File: src/lar_pkg.sv
package lar_pkg;

   // Field widths
   localparam int HUM_W  = 10;
   localparam int TEMP_W = 11;
   localparam int CNT_W  = 7;
   localparam int CH_N   = 4;
   localparam int CSR_W  = 11;

   // Channel bit positions in every mask
   localparam int CH_HUM_HIGH  = 0;
   localparam int CH_HUM_LOW   = 1;
   localparam int CH_TEMP_HIGH = 2;
   localparam int CH_TEMP_LOW  = 3;

   // Register indexes
   typedef enum logic [2:0] {
      CSR_HUM_HIGH  = 3'd0,
      CSR_HUM_LOW   = 3'd1,
      CSR_TEMP_HIGH = 3'd2,
      CSR_TEMP_LOW  = 3'd3,
      CSR_REARM     = 3'd4
   } csr_index_type;

   // Values after reset
   localparam logic [HUM_W-1:0]         HUM_HIGH_RST  = 10'd600;
   localparam logic [HUM_W-1:0]         HUM_LOW_RST   = 10'd400;
   localparam logic signed [TEMP_W-1:0] TEMP_HIGH_RST = 11'sd300;
   localparam logic signed [TEMP_W-1:0] TEMP_LOW_RST  = 11'sd200;
   localparam logic [CNT_W-1:0]         REARM_RST     = 7'd120;
   localparam logic [CH_N-1:0]          ARMED_RST     = 4'b1111;

endpackage

File: src/limit_alarm_with_timed_rearm.sv
// An accepted item is held in the input register, then its result is
// registered in the result stage, which drives the response channel.
// Throughput: one item per cycle when not stalled; the armed flags and
// re-arm counters update in the same cycle an item leaves the input register.
// Reset (synchronous, active high): all channels armed, counters zero,
// limits and re-arm count back to defaults, both stages empty.
module limit_alarm_with_timed_rearm (
   input  logic                              clock,
   input  logic                              reset,
   // configuration
   input  logic                              csr_we,
   input  logic [2:0]                        csr_index,
   input  logic [lar_pkg::CSR_W-1:0]         csr_wdata,
   // readings
   input  logic                              req_valid,
   output logic                              req_stall,
   input  logic [lar_pkg::HUM_W-1:0]         req_humidity,
   input  logic signed [lar_pkg::TEMP_W-1:0] req_temperature,
   input  logic                              req_reading_valid,
   // results
   output logic                              rsp_valid,
   input  logic                              rsp_stall,
   output logic [lar_pkg::CH_N-1:0]          rsp_fired_mask,
   output logic [lar_pkg::CH_N-1:0]          rsp_rearmed_mask,
   output logic [lar_pkg::CH_N-1:0]          rsp_armed_mask,
   output logic [lar_pkg::CNT_W-1:0]         rsp_hum_high_count,
   output logic [lar_pkg::CNT_W-1:0]         rsp_hum_low_count,
   output logic [lar_pkg::CNT_W-1:0]         rsp_temp_high_count,
   output logic [lar_pkg::CNT_W-1:0]         rsp_temp_low_count
);

   // configuration registers
   logic [lar_pkg::HUM_W-1:0]         hum_high_ff, hum_low_ff;
   logic signed [lar_pkg::TEMP_W-1:0] temp_high_ff, temp_low_ff;
   logic [lar_pkg::CNT_W-1:0]         rearm_ff;

   // alarm state
   logic [lar_pkg::CH_N-1:0]                    armed_ff, armed_in;
   logic [lar_pkg::CH_N-1:0][lar_pkg::CNT_W-1:0] cnt_ff, cnt_in;

   // input stage
   logic                              in_valid_ff, in_valid_in;
   logic [lar_pkg::HUM_W-1:0]         in_hum_ff;
   logic signed [lar_pkg::TEMP_W-1:0] in_temp_ff;
   logic                              in_rv_ff;

   // result stage
   logic                              out_valid_ff, out_valid_in;
   logic [lar_pkg::CH_N-1:0]          fired_ff, fired_in;
   logic [lar_pkg::CH_N-1:0]          rearmed_ff, rearmed_in;
   logic [lar_pkg::CH_N-1:0]          armed_out_ff;
   logic [lar_pkg::CH_N-1:0][lar_pkg::CNT_W-1:0] cnt_out_ff;

   logic                              req_take, out_free, step;
   logic [lar_pkg::CH_N-1:0]          beyond;
   logic [lar_pkg::CH_N-1:0][lar_pkg::CNT_W-1:0] cnt_inc;

   // handshake between stages
   assign out_free  = !out_valid_ff || !rsp_stall;
   assign step      = in_valid_ff && out_free;
   assign req_stall = in_valid_ff && !out_free;
   assign req_take  = req_valid && !req_stall;

   // compare the held reading against each limit
   always_comb begin
      beyond[lar_pkg::CH_HUM_HIGH]  = in_hum_ff >= hum_high_ff;
      beyond[lar_pkg::CH_HUM_LOW]   = in_hum_ff <= hum_low_ff;
      beyond[lar_pkg::CH_TEMP_HIGH] = in_temp_ff >= temp_high_ff;
      beyond[lar_pkg::CH_TEMP_LOW]  = in_temp_ff <= temp_low_ff;
   end

   // per channel: fire when armed, else count in-limit readings and re-arm
   always_comb begin
      armed_in   = armed_ff;
      cnt_in     = cnt_ff;
      fired_in   = '0;
      rearmed_in = '0;
      for (int i = 0; i < lar_pkg::CH_N; i++) begin
         cnt_inc[i] = cnt_ff[i] + lar_pkg::CNT_W'(1);
         if (step && in_rv_ff) begin
            if (armed_ff[i]) begin
               if (beyond[i]) begin
                  armed_in[i] = 1'b0;
                  fired_in[i] = 1'b1;
               end
            end else if (beyond[i]) begin
               cnt_in[i] = '0;
            end else if (cnt_inc[i] == rearm_ff) begin
               armed_in[i]   = 1'b1;
               cnt_in[i]     = '0;
               rearmed_in[i] = 1'b1;
            end else begin
               cnt_in[i] = cnt_inc[i];
            end
         end
      end
   end

   // stage occupancy
   always_comb begin
      if (req_take) begin
         in_valid_in = 1'b1;
      end else begin
         in_valid_in = in_valid_ff && !step;
      end
      if (step) begin
         out_valid_in = 1'b1;
      end else begin
         out_valid_in = out_valid_ff && rsp_stall;
      end
   end

   // control state and configuration
   always_ff @(posedge clock) begin
      if (reset) begin
         in_valid_ff  <= 1'b0;
         out_valid_ff <= 1'b0;
         armed_ff     <= lar_pkg::ARMED_RST;
         cnt_ff       <= '0;
         hum_high_ff  <= lar_pkg::HUM_HIGH_RST;
         hum_low_ff   <= lar_pkg::HUM_LOW_RST;
         temp_high_ff <= lar_pkg::TEMP_HIGH_RST;
         temp_low_ff  <= lar_pkg::TEMP_LOW_RST;
         rearm_ff     <= lar_pkg::REARM_RST;
      end else begin
         in_valid_ff  <= in_valid_in;
         out_valid_ff <= out_valid_in;
         armed_ff     <= armed_in;
         cnt_ff       <= cnt_in;
         if (csr_we) begin
            case (csr_index)
               lar_pkg::CSR_HUM_HIGH:  hum_high_ff  <= csr_wdata[lar_pkg::HUM_W-1:0];
               lar_pkg::CSR_HUM_LOW:   hum_low_ff   <= csr_wdata[lar_pkg::HUM_W-1:0];
               lar_pkg::CSR_TEMP_HIGH: temp_high_ff <= $signed(csr_wdata[lar_pkg::TEMP_W-1:0]);
               lar_pkg::CSR_TEMP_LOW:  temp_low_ff  <= $signed(csr_wdata[lar_pkg::TEMP_W-1:0]);
               lar_pkg::CSR_REARM:     rearm_ff     <= csr_wdata[lar_pkg::CNT_W-1:0];
               default: ;
            endcase
         end
      end
   end

   // payload registers: capture the item, then hold the result
   always_ff @(posedge clock) begin
      if (req_take) begin
         in_hum_ff  <= req_humidity;
         in_temp_ff <= req_temperature;
         in_rv_ff   <= req_reading_valid;
      end
      if (step) begin
         fired_ff     <= fired_in;
         rearmed_ff   <= rearmed_in;
         armed_out_ff <= armed_in;
         cnt_out_ff   <= cnt_in;
      end
   end

   // drive the result channel
   assign rsp_valid           = out_valid_ff;
   assign rsp_fired_mask      = fired_ff;
   assign rsp_rearmed_mask    = rearmed_ff;
   assign rsp_armed_mask      = armed_out_ff;
   assign rsp_hum_high_count  = cnt_out_ff[lar_pkg::CH_HUM_HIGH];
   assign rsp_hum_low_count   = cnt_out_ff[lar_pkg::CH_HUM_LOW];
   assign rsp_temp_high_count = cnt_out_ff[lar_pkg::CH_TEMP_HIGH];
   assign rsp_temp_low_count  = cnt_out_ff[lar_pkg::CH_TEMP_LOW];

endmodule

File: config.mk
export PLATFORM = sky130hd
export DESIGN_NAME = limit_alarm_with_timed_rearm
export DESIGN_NICKNAME = d
export VERILOG_FILES = /design/src/lar_pkg.sv /design/src/limit_alarm_with_timed_rearm.sv
export SDC_FILE = /design/constraint.sdc
export NUM_CORES = 1
export LEC_CHECK = 0
export ABC_AREA = 1
export BUFFER_PORTS_ARGS = -buffer_cell sky130_fd_sc_hd__buf_2
export CORE_MARGIN = 1.5
export CORE_UTILIZATION = 42
export CTS_CLUSTER_SIZE = 8
export DETAILED_ROUTE_END_ITERATION = 8
export SLEW_MARGIN = 20
export SYNTH_ARGS = -nofsm -noshare
export SYNTH_HDL_FRONTEND = slang
export SYNTH_SLANG_ARGS = --single-unit
File: constraint.sdc
create_clock -name clock -period 2.74 [get_ports clock]
set_clock_uncertainty 0.15 [all_clocks]
set_input_delay 0 -clock clock [delete_from_list [all_inputs] [get_ports clock]]
set_output_delay 0 -clock clock [all_outputs]
set_load 0.01 [all_outputs]
==> run metrics <==
run status=completed; Synth Area per Inst=~8.1 µm²; post-route setup TNS=0 ns; Main synth FF type=dfxtp_1; Max Cap Viol=0; DR WL/cell=around 14 µm; Seq/Total Area, Yosys=0.474; Slew @ Worst Pin=~0.51 ns; vias=around 6.3k; largest net degree at the start of global routing=51; post-CTS setup buffer count=0; worst-path fanout max=10; GPL Wtd Cong=0.839; synth warn=0; I/O Buffers=82; Top cell by count, worst path=dlygate4sd3_1; total CTS buffers=17; remaining routing DRC violations=0; Synth Area in Simple Gates=0.265; clock root buffer=clkbuf_16; crit path DAT=roughly 2.7 ns; CP Launch Type=input pin; final setup violation count=0; clock latency on the worst-skew pair=~0.42 ns; CP max stage cell=dlygate4sd3_1; global-route wire length before repair=about 29 mm; H-tree level count=4; XOR/XNOR share of the synthesized area=0.00589; gr usage total=0.202; antenna-violating nets left=0; total wire length=about 18 mm; initial antenna violation count=0; fraction of registers with async set/reset=0; Util after Layout=0.532; Crit Path Class=input pin to flip-flop; Synth Area in Adders=0.0773; Core Area=approximately 0.017 mm²; I/O pins=just over 80; Syn Inst Count=just over 900; area grow syn2layout=23.7%; 1st-iter DRT viols=446; pwr dens=about 560 mW/mm²; multiplexer share of the synthesized area=0; vias in the first global route=around 5.8k; Period Utilization, post-route=0.907; die width=136 µm; final-report max-slew violation count=0; Detail Placement HPWL=between 10 and 15 mm; Worst Path Required=about 3 ns; crit-path cells=dlygate4sd3_1 > buf_2 > inv_1 > nor2_1 > inv_1 > nor2_2 > nand2_1 > dlygate4sd3_1 > o211ai_1 > dlygate4sd3_1; Synth Cell Area=around 0.0074 mm²; GR Overflow Total=0; largest family of logic cells by synthesized area=simple AND/OR/NAND/NOR gates; Yosys top cell by area=edfxtp_1; Clock Path Buffers=2; Syn Nets=approximately 1k; top-area cell type share of the netlist area=0.250; most numerous cell in the Yosys netlist=nand2_1; Max-slew headroom=0.659; Leak=4.12 nW; Synth Area in Compound Gates=0.104; fraction of layout instances using a drive strength above 1=0.157; CTS sink count=between 100 and 150; Fmax=about 400 MHz; most common library cells after synthesis=nand2_1, inv_1, dfxtp_1, a21oi_1, nor2_1; Synth Register Bits=145; CP Capture Type=flip-flop; FP Rows=between 40 and 50; final-report hold violation count=0; final net count=approximately 1.1k; vias per cell=4.88; diodes inserted=0; distinct cell type count after synthesis=36; die area=~0.019 mm²; DR pass1 iterations=5; EDFF count, synth=62; DIE HEIGHT=136 µm; peak per-stage delay on the critical path=slightly below 0.6 ns; WHS=~0.14 ns; unrepaired setup endpoints after global routing=false; dominant cells by area after synthesis=edfxtp_1, dfxtp_1, nand2_1, ha_1, inv_1; CTS tree=built; Starting Density=0.430; VDD IR-drop max=approximately 0.00045 V; fin crit period=between 2 and 2.5 ns; HP Class=input pin to flip-flop; clock-pin slew on the worst setup and hold paths=roughly 0.060 ns
-- sequential cells by signal, indices dropped and copies added (netlist names), 4 cells and up --
register             cells
rsp_fired_mask           4
rsp_hum_high_count       7
rsp_hum_low_count        7
rearm_ff                 7
armed_ff                 4
rsp_armed_mask           4
hum_high_ff             10
cnt_ff                  28
in_temp_ff              11
rsp_rearmed_mask         4
in_hum_ff               10
rsp_temp_high_count      7
temp_low_ff             11
rsp_temp_low_count       7
temp_high_ff            11
hum_low_ff              10
-- worst paths after layout --
kind                           start                     end  slack [ns]  cells after the start
hold reg to reg      temp_high_ff[7]         temp_high_ff[7]        0.31                      2
hold / removal    req_temperature[8]           in_temp_ff[8]        0.14                      2
setup reg to reg          cnt_ff[14]  rsp_temp_high_count[2]        0.41                     12
setup / recovery              csr_we          hum_high_ff[9]        0.26                     10
-- cells by family (layout without fill, tap and decap cells) --
logic type,count (synthesis),after routing
buffers and inverters,143,292
AOI/OAI and AO/OA,138,138
adders and majority gates,46,46
and+or+nand+nor,437,437
xor gates and xnor gates,5,5
DFF,145,145
-- metrics by stage --
step           cells  setup slack (ns)  total power [mW]  cell area [µm²]
6_report        1288             0.256              5.16             9200
5_1_grt         1288             0.112              5.36             9200
3_5_place_dp    1206             0.482              2.78             8090
3_3_place_gp    1206             0.500              2.78             8090
2_1_floorplan    914            0.0328              2.63             7440
4_1_cts         1288             0.331              5.20             9200
-- metal layers --
layer | track usage | part of all wire | vias up | wire (µm)
li1 | - | - | 3279 | -
met5 | 0 | 0 | - | 0
met3 | 0.0336 | 0.041 | 33 | 719
met1 | 0.262 | 0.47 | 2814 | 8320
met2 | 0.332 | 0.46 | 165 | 8220
met4 | 0.0892 | 0.025 | 0 | 451
-- critical path: cells and delay by family --
family | cells | cell delay, ns
buf+inv | 6 | 2.01
simple gates | 3 | 0.62
compound gates | 1 | 0.08
-- area by class of cell --
type	instances	area (µm²)
inverters	123	462
multi-input cells	626	3370
fillers	1623	8090
flip-flops and latches	145	3520
well taps	225	282
repair buffers	137	948
clock inverters	8	70.1
clock buffers	24	546
-- report_power, final --
group / internal, mW / switching [mW]
Clock: 1.48 / 0.896
Combinational: 0.172 / 0.256
Sequential: 2.32 / 0.0334
-- timing repair --
item	CTS	global route
resized for setup	0	1
hold buffers	50	0
endpoints found under the hold margin	97	0
setup endpoints to repair	0	1
-- placed cells by master, fill, tap and decap left out, types with 3 or more instances in the layout --
| cell type | n |
|---|---|
| nand3_1 | 64 |
| clkbuf_8 | 3 |
| clkbuf_16 | 20 |
| a21oi_2 | 7 |
| nand2_2 | 8 |
| buf_2 | 82 |
| nor2_2 | 10 |
| nand3_2 | 11 |
| xnor2_1 | 3 |
| dfxtp_1 | 83 |
| nand4_1 | 14 |
| inv_1 | 120 |
| nand2_1 | 247 |
| a21oi_1 | 70 |
| ha_1 | 46 |
| nor2_1 | 65 |
| nor2_4 | 5 |
| buf_4 | 5 |
| o21ai_0 | 39 |
| clkinv_2 | 5 |
| o211ai_1 | 17 |
| edfxtp_1 | 62 |
| dlygate4sd3_1 | 50 |
No activity file was read; power rests on OpenSTA's default activity.
